==> src/design/cmct_pkg.sv <==
// Types, constants and helpers for the cluster merge constraint table.
`default_nettype none
package cmct_pkg;

    localparam int DOCS       = 256;
    localparam int NODE_SLOTS = 512;
    localparam int NODE_AW    = 9;
    localparam int ID_W       = 9;
    localparam int CNT_W      = 9;
    localparam int COUNT_MAX  = 511;
    localparam int DIST_W     = 16;
    localparam int DIST_DEPTH = DOCS * DOCS;
    localparam int DIST_AW    = $clog2(DIST_DEPTH);
    localparam int OPND_W     = DIST_W;

    localparam logic [1:0] CMD_LOAD  = 2'd0;
    localparam logic [1:0] CMD_MERGE = 2'd1;
    localparam logic [1:0] CMD_QUERY = 2'd2;

    typedef struct packed {
        logic [ID_W-1:0]  id;
        logic [CNT_W-1:0] cnt;
    } node_entry_t;

    typedef struct packed {
        logic               en;
        logic [NODE_AW-1:0] addr;
        node_entry_t        data;
    } node_wr_t;

    typedef struct packed {
        logic               en;
        logic [DIST_AW-1:0] addr;
        logic [DIST_W-1:0]  data;
    } dist_wr_t;

    typedef struct packed {
        logic              lt;
        logic              eq;
        logic [OPND_W:0]   sum;
    } alu_res_t;

    // Flat index of the ordered document pair (lo, hi).
    function automatic logic [DIST_AW-1:0] pair_addr(input logic [ID_W-1:0] lo,
                                                     input logic [ID_W-1:0] hi);
        return DIST_AW'(lo) * DIST_AW'(DOCS) + DIST_AW'(hi);
    endfunction

endpackage
`default_nettype wire

==> src/design/cmct_alu.sv <==
// Shared compare and add unit used by the load compare, evaluate and distance steps of the sequencer.
`default_nettype none
module cmct_alu
    import cmct_pkg::*;
(
    input  wire logic [OPND_W-1:0] opnd_x,
    input  wire logic [OPND_W-1:0] opnd_y,
    output alu_res_t               res
);

    always_comb begin
        res.lt  = opnd_x < opnd_y;
        res.eq  = opnd_x == opnd_y;
        res.sum = {1'b0, opnd_x} + {1'b0, opnd_y};
    end

endmodule
`default_nettype wire

==> config.mk <==
export PLATFORM = sky130hd
export DESIGN_NAME = cmct_alu
export DESIGN_NICKNAME = d
export VERILOG_FILES = /design/src/design/cmct_pkg.sv /design/src/design/cmct_alu.sv
export SDC_FILE = /design/constraint.sdc
export NUM_CORES = 1
export LEC_CHECK = 0
export ABC_AREA = 1
export ABC_CLOCK_PERIOD_IN_PS = 1700
export BUFFER_PORTS_ARGS = -buffer_cell sky130_fd_sc_hd__buf_2
export CORE_MARGIN = 5
export CORE_UTILIZATION = 35
export DETAILED_ROUTE_END_ITERATION = 10
export PLACE_DENSITY = 0.58
export SLEW_MARGIN = 20
export SYNTH_ARGS = -nofsm -noshare
export SYNTH_HDL_FRONTEND = slang
export SYNTH_SLANG_ARGS = --single-unit
==> constraint.sdc <==
create_clock -name vclk -period 1.7
set_clock_uncertainty 0.15 [all_clocks]
set_input_delay 0 -clock vclk [all_inputs]
set_output_delay 0 -clock vclk [all_outputs]
set_load 0.01 [all_outputs]
After elaboration in Yosys (flattened, before gate mapping). Index checks and enable logic that the tools add are counted.

Input bits: 32. Word-level logic and storage cells: 3. Register bits: 0.

Equality and inequality tests: 1. Add/sub/neg operators: 1. $lt $le $gt $ge: 1.

Operators with widths (count): adder 16 x 16 -> 17 bit (1); == test 16 bit (1); less-than comparator 16 bit (1).

Longest topological paths before layout. Gate-level depths: netlist (run 1).

Word-level depth: 1. Gate-level depth with buffers: 11.

Worst setup path before layout (run 1). Ideal clock, no wire load.

Path kind: input -> output. Start: in opnd_x[0]. End: out res[12] (netlist bit). Buffers on the path: 0. Data arrival time: 1.157 ns. Slack: 0.393 ns. Required time: 1.550 ns. Stages on the path: 9. Cells stage by stage: ha_1 -> fa_1 -> nand2_1 -> nand2_1 -> and2_1 -> nand2_1 -> nand3_1 -> nand2_1 -> nand2_1.

RTL lines: start: declaration (RTL line cmct_alu.sv:6) `input wire logic [OPND_W-1:0] opnd_x,`; end: declaration (RTL line cmct_alu.sv:8) `output alu_res_t res`.

==> results.toml, run 1 <==
[run_status]
status = "complete, no violations"

[power]
finalPower_mw = 0.569
p_sw_mw = 0.341
combPwrFrac = 1.000
leakagePower_nw = 1.09
intPower_mw = 0.228
p_seq_frac = 0
power_density_mw_per_mm2 = 338
p_clk_frac = 0
switching_share = 0.600
peakVddDrop_uv = 166

[layout]
seq_cell_count = 0
seq_area_um2 = 0
final_net_count = 363
clkbuf_count = 0
finalNonFillerCells = 344
diodes = 0
drive_above_1_share = 0.236
syn_to_final_growth_pct = 23.5

[yosys]
yosysMostFrequentCell = "nand2_1"
synth_warnings = 0
yosysTopAreaCell = "ha_1"
synth_common_cells = "71 x nand2_1, 48 x inv_1, 32 x ha_1, 24 x nor2_1, 12 x nand3_1"
syn-num-nets = 310
syn_inst = 245
synth_top_area_share = 0.294
synthTopCellsByArea = "ha_1 29%, nand2_1 20%, inv_1 13%"
syn-cell-area_mm2 = 0.00136
syn_avg_cell_area_um2 = 5.56
ys_seq_area_frac = 0
synthDistinctLibCells = 21

[timing]
rsz0062_at_grt = "false"
hold_viol = 0
period_needed_ns = 1.56
worst_pin_slew_ns = 0.311
setup_viol = 0
fin_ws_ns = 0.144
fmax_mhz = 643
timing.slew.headroom = 0.791
post-route-period-util = 0.915
fin_tns_setup_ns = 0
maxSlewViolCount = 0

[global_route]
grt_use_total = 0.128
grt_pass1_wl_mm = 5.73
overflow = 0
antenna_found_initial = 0
grt_max_degree = 8
first_global_vias = 1440

[routing]
antenna_left = 0
firstDrtPassIters = 5
vias_per_cell = 4.51
drt_iter0_drc = 68
wire_per_inst_um = 9.92
wirelength_mm = 3.41
drc = 0
dr_total_vias = 1553

[min_path]
hold_path.class = "input pin to output port"

[critical_path]
end_kind = "output port"
crit_required_ns = 1.55
cp_max_fo = 3
cpPeakStageDelay_ns = 0.35
crit_type = "input pin to output port"
worstSetupStartpointType = "input pin"
cp.arrival_ns = 1.41
cp_common_cell = "nand2_1"
critPathSlowestCell = "fa_2"
path_cells = "buf_2 > ha_1 > fa_2 > nand2_1 > nand2_1 > nand3_1 > nand2_2 > nand2_1 > nand3_1 > nand2_1 > nand2_1 > buf_2"

[placement]
dpl.hpwl_mm = 3.12
gp_congestion = 0.838
placed_cells = 344
place_ws_ns = 0.0549
port_buffers = 51

[run]
max-cap-violations = 0

[die]
core_mm2 = 0.00372
io_pins = 51
rows = 22
die_area_mm2 = 0.00524
initial_core_util = 0.367
die_x_um = 72.4
die_h_um = 72.4

[clock_tree]
cts_hold_buffers = 0
==> critical path: cells and delay by family <==
kind / cells / cell delay, ns
fa+ha+maj: 2 / 0.57
buf+inv: 2 / 0.23
simple gates: 8 / 0.59
==> kinds of logic after synthesis <==
| family | Yosys count | synth area share |
|---|---|---|
| AOI/OAI and AO/OA | 24 | 0.107 |
| buffers and inverters | 57 | 0.157 |
| xor gates and xnor gates | 7 | 0.0450 |
| adders and majority gates | 33 | 0.309 |
| and+or+nand+nor | 124 | 0.383 |
==> stage by stage <==
| step | instance area (um2) | util | hold WS, ns |
|---|---|---|---|
| final | 1680 | 0.453 | 0.245 |
| after global routing | 1680 | 0.453 | 0.299 |
| after CTS | 1680 | 0.452 | 0.249 |
| after detailed placement | 1680 | 0.452 | 0.244 |
| after global placement | 1680 | 0.452 | 0.242 |
| after floorplan | 1360 | - | 0.0221 |
==> power groups by stage <==
stage                     combinational (mW)  sequential (mW)  clock [mW]
after detailed placement               0.572                0           0
final                                  0.569                0           0
after global placement                 0.572                0           0
after global routing                   0.656                0           0
after floorplan                        0.377                0           0
after CTS                              0.576                0           0
==> layout make-up <==
type               count  area, um2
multi-input cells    188       1150
repair buffers        51        255
fillers              439       2030
well taps             48       60.1
inverters             57        214
==> cells in the final DEF (no fill, tap or decap), drive strengths merged <==
cell	instances
xor2	5
nor2	26
buf	51
ha	32
nand3	12
xnor2	2
and2	2
nand3b	1
nand2	73
o21bai	3
o21ai	5
a21oi	15
nand4	8
nor3	2
inv	57
fa	1
o21a	1
==> path summary, 6_finish.rpt <==
kind / from / end / slack, ns / depth (start not counted)
setup / recovery: opnd_x[0] / res[10] / 0.14 / 12
hold / removal: opnd_y[0] / res[0] / 0.25 / 4
==> per-layer routing <==
| layer | track usage | vias to the layer above | routed length, um |
|---|---|---|---|
| met4 | 0.00410 | 0 | 0 |
| met5 | 0 | - | 0 |
| met1 | 0.178 | 653 | 1640 |
| li1 | - | 860 | - |
| met3 | 0.0139 | 0 | 256 |
| met2 | 0.223 | 40 | 1520 |
==> what timing repair did <==
action                                  CTS  global route
setup buffers                             0             0
endpoints found under the setup margin    0             3
gates resized for setup                   0             2
No activity file was read; power rests on OpenSTA's default activity.
==> run 2: changes to the inputs <==
--- a/config.mk
+++ b/config.mk
@@ -11,6 +11,7 @@
 export CORE_MARGIN = 5
 export CORE_UTILIZATION = 35
 export DETAILED_ROUTE_END_ITERATION = 10
+export MAX_ROUTING_LAYER = met4
 export PLACE_DENSITY = 0.58
 export SLEW_MARGIN = 20
 export SYNTH_ARGS = -nofsm -noshare
==> results.toml, run 2 (synthesis gave the netlist of run 1 again) <==
[global_route]
grt_max_degree = 8
grt_use_total = 0.132
first_global_vias = 1440
overflow = 0
antenna_found_initial = 0
grt_pass1_wl_mm = 5.73

[die]
die_x_um = 72.4
die_area_mm2 = 0.00524
rows = 22
initial_core_util = 0.367
die_h_um = 72.4
io_pins = 51
core_mm2 = 0.00372

[routing]
firstDrtPassIters = 5
dr_total_vias = 1553
antenna_left = 0
highest_layer = "met3"
drt_iter0_drc = 68
vias_per_cell = 4.51
wire_per_inst_um = 9.91
drc = 0
wirelength_mm = 3.41
wl_met1_mm = 1.68
wl_met3_um = 216
wl_met2_mm = 1.52

[layout]
layout_commonest_cell = "nand2_1"
mostFrequentLayoutCells = "70 x nand2_1, 51 x buf_2, 48 x inv_1"
final_net_count = 363
syn_to_final_growth_pct = 23.5
diodes = 0
multiInputGateArea_mm2 = 0.00115
seq_cell_count = 0
fillCellCount = 439
clkbuf_count = 0
drive_above_1_share = 0.236
seq_area_um2 = 0

[timing]
fin_ws_ns = 0.144
fin_tns_setup_ns = 0
worst_pin_slew_ns = 0.311
timing.slew.headroom = 0.791
maxSlewViolCount = 0
post-route-period-util = 0.915
fmax_mhz = 643
hold_viol = 0
period_needed_ns = 1.56
setup_viol = 0
rsz0062_at_grt = "false"

[clock_tree]
cts_hold_buffers = 0
cts_setup_buffers = 0
ctsResizeCount = 0

[power]
power_density_mw_per_mm2 = 338
peakVddDrop_uv = 166
leakagePower_nw = 1.09

[placement]
gp_congestion = 0.851
dpl.hpwl_mm = 3.12
port_buffers = 51
place_ws_ns = 0.0549

[critical_path]
cp.arrival_ns = 1.41
end_kind = "output port"
crit_type = "input pin to output port"
worstSetupStartpointType = "input pin"
cp_max_fo = 3
crit_required_ns = 1.55

[run]
max-cap-violations = 0

[run_status]
status = "complete, no violations"

[min_path]
hold_path.class = "input pin to output port"
## run 2: cell counts in the layout (fill, tap and decap cells not counted)
Identical to the previous run, type by type.
## run 2: final cells by class
class,count,share of cell area
multi-input cells,188,0.686
well taps,48,0.0357
repair buffers,51,0.152
inverters,57,0.127
## run 2: per-layer routing
layer | global-route usage | up-vias
met3 | 0.00554 | 0
met5 | - | -
met2 | 0.223 | 40
li1 | - | 860
met4 | 0.00410 | 0
met1 | 0.182 | 653
## run 2: critical path: stages
cell,delay (ns)
buf_2,0.10
ha_1,0.22
fa_2,0.35
nand2_1,0.07
nand2_1,0.08
nand3_1,0.10
nand2_2,0.07
nand2_1,0.09
nand3_1,0.07
nand2_1,0.06
nand2_1,0.05
buf_2,0.13
## run 2: worst paths after layout
kind                       from      end  slack (ns)  cells past startpoint
worst max-delay path  opnd_x[0]  res[10]        0.14                     12
worst min-delay path  opnd_y[0]   res[0]        0.25                      4
## run 2: report_power, final
| part | switching, mW | internal, mW | total, mW |
|---|---|---|---|
| Combinational | 0.341 | 0.228 | 0.569 |
| Clock | 0 | 0 | 0 |
| Sequential | 0 | 0 | 0 |
## run 2: metrics by stage
stage                     std cells  hold slack [ns]  cell area (um2)  power [mW]  utilization
after CTS                       344            0.249             1680       0.576        0.452
after global routing            344            0.299             1680       0.655        0.453
after global placement          344            0.242             1680       0.572        0.452
final                           344            0.245             1680       0.569        0.453
after floorplan                 245           0.0221             1360       0.377            -
after detailed placement        344            0.244             1680       0.572        0.452
==> run 3: changes to the inputs <==
--- a/config.mk
+++ b/config.mk
@@ -5,14 +5,14 @@
 export SDC_FILE = /design/constraint.sdc
 export NUM_CORES = 1
 export LEC_CHECK = 0
-export ABC_AREA = 1
+export ABC_AREA = 0
 export ABC_CLOCK_PERIOD_IN_PS = 1700
 export BUFFER_PORTS_ARGS = -buffer_cell sky130_fd_sc_hd__buf_2
 export CORE_MARGIN = 5
 export CORE_UTILIZATION = 35
 export DETAILED_ROUTE_END_ITERATION = 10
 export MAX_ROUTING_LAYER = met4
-export PLACE_DENSITY = 0.58
+export PLACE_DENSITY = 0.59
 export SLEW_MARGIN = 20
 export SYNTH_ARGS = -nofsm -noshare
 export SYNTH_HDL_FRONTEND = slang
==> results.toml, run 3 <==
[run_status]
status = "finished, violations left"
violations = "setup timing"

[critical_path]
cp.arrival_ns = 1.72
worstSetupStartpointType = "input pin"
cp_max_fo = 4
crit_required_ns = 1.55
crit_type = "input pin to output port"
end_kind = "output port"
cpPeakStageDelay_ns = 0.59
path_cells = "buf_8 > ha_4 > or4_4 > nor3_2 > a21boi_2 > a311o_1 > xnor2_1 > buf_2"
crit_family = "simple AND/OR/NAND/NOR gates"
critPathSlowestCell = "or4_4"
worst-path-buf-inv = 2
cp.depth = 8

[timing]
rsz0062_at_grt = "true"
timing.hold.ws_ns = 0.244
fmax_mhz = 536
hold_viol = 0
worst_pin_slew_ns = 0.436
setup_viol = 8
post-route-period-util = 1.10
period_needed_ns = 1.87
maxSlewViolCount = 0
timing.slew.headroom = 0.709
fin_ws_ns = -0.166

[layout]
mostFrequentLayoutCells = "55 x buf_4, 39 x buf_2, 26 x inv_1"
seq_area_um2 = 0
syn_to_final_growth_pct = 98.5
layout_commonest_cell = "buf_4"
drive_above_1_share = 0.595
final_net_count = 351
seq_cell_count = 0
clkbuf_count = 0
diodes = 0
finalNonFillerCells = 330

[yosys]
ys_seq_area_frac = 0
syn_avg_cell_area_um2 = 7.19
synthDistinctLibCells = 43
synth_common_cells = "32 x ha_1, 32 x inv_1, 17 x nor2_1, 15 x a21oi_1, 9 x xnor2_1"
synth_top_area_share = 0.316
syn-num-nets = 241
synthTopCellsByArea = "ha_1 32%, inv_1 9.5%, xnor2_1 6.2%"
yosysTopAreaCell = "ha_1"
synth_warnings = 0
syn-cell-area_mm2 = 0.00127
syn_inst = 176

[die]
die_x_um = 70.1
die_area_mm2 = 0.00492
rows = 21
initial_core_util = 0.371
die_h_um = 70.1
io_pins = 51
core_mm2 = 0.00342

[placement]
placed_cells = 321
gp_congestion = 0.849
dpl.hpwl_mm = 3.09
port_buffers = 51

[routing]
drc = 0
drt_iter0_drc = 54
dr_total_vias = 1616
firstDrtPassIters = 4
vias_per_cell = 4.90
wire_per_inst_um = 12.9
antenna_left = 0
wirelength_mm = 4.26

[global_route]
first_global_vias = 1570
antenna_found_initial = 0
grt_use_total = 0.160
overflow = 0
grt_pass1_wl_mm = 6.66
grt_max_degree = 8

[power]
leakagePower_nw = 1.20
power_density_mw_per_mm2 = 358
peakVddDrop_uv = 228

[min_path]
hold_path.class = "input pin to output port"
whs_path_depth = 3

[run]
max-cap-violations = 0
[run 3: cell count changes after synthesis, sizes merged, moves of 4 or more]
cell    delta
nand4      -6
nand3     -11
nand2b     +4
nand2     -66
nor2       -9
xnor2      +7
nor4       +4
inv       -25
nor2b      +5
[run 3: per-layer routing]
layer | global-route usage | vias up | wire length (um)
met2 | 0.313 | 30 | 2270
li1 | - | 829 | -
met1 | 0.184 | 751 | 1810
met5 | - | - | 0
met3 | 0.00861 | 6 | 131
met4 | 0.0149 | 0 | 48
[run 3: power by group]
part           internal (mW)  leakage [nW]  total [mW]  switching [mW]
logic                  0.467          1.20       0.900           0.434
registers                  0             0           0               0
clock network              0             0           0               0
total                  0.467          1.20       0.900           0.434
[run 3: final timing paths]
path	start	end	slack [ns]
setup / recovery	opnd_x[9]	res[14]	-0.17
hold / removal	opnd_y[1]	res[1]	0.24
[run 3: what timing repair did]
item | 4_1_cts | 5_1_grt
buffers inserted | 7 | 3
setup endpoints to repair | 11 | 12
resized for setup | 63 | 38
pin swaps | 27 | 20
hold buffers | 0 | 0
[run 3: layout make-up]
cell class / count / area, um2
Inverter: 32 / 134
Tap cell: 46 / 57.6
Timing Repair Buffer: 109 / 796
Multi-Input combinational cell: 143 / 1530
Fill cell: 265 / 902
[run 3: cells by family (layout without fill, tap and decap cells)]
logic type	after synthesis	count (layout)	share of synthesized area
and+or+nand+nor	52	52	0.214
AOI/OAI and AO/OA	45	45	0.259
muxes	1	1	0.00791
buffers and inverters	33	141	0.104
xor gates and xnor gates	12	12	0.0830
adders and majority gates	33	33	0.332
[run 3: metrics by stage]
stage	area (um2)	power, mW	worst slack, ns	TNS [ns]	utilization
6_report	2510	0.900	-0.166	-0.833	0.736
3_3_place_gp	1950	0.699	-0.283	-1.65	0.570
3_5_place_dp	1950	0.699	-0.298	-1.60	0.570
2_1_floorplan	1280	0.377	0.0156	0	-
5_1_grt	2510	0.977	-0.226	-1.41	0.736
4_1_cts	2300	0.810	-0.202	-0.739	0.674
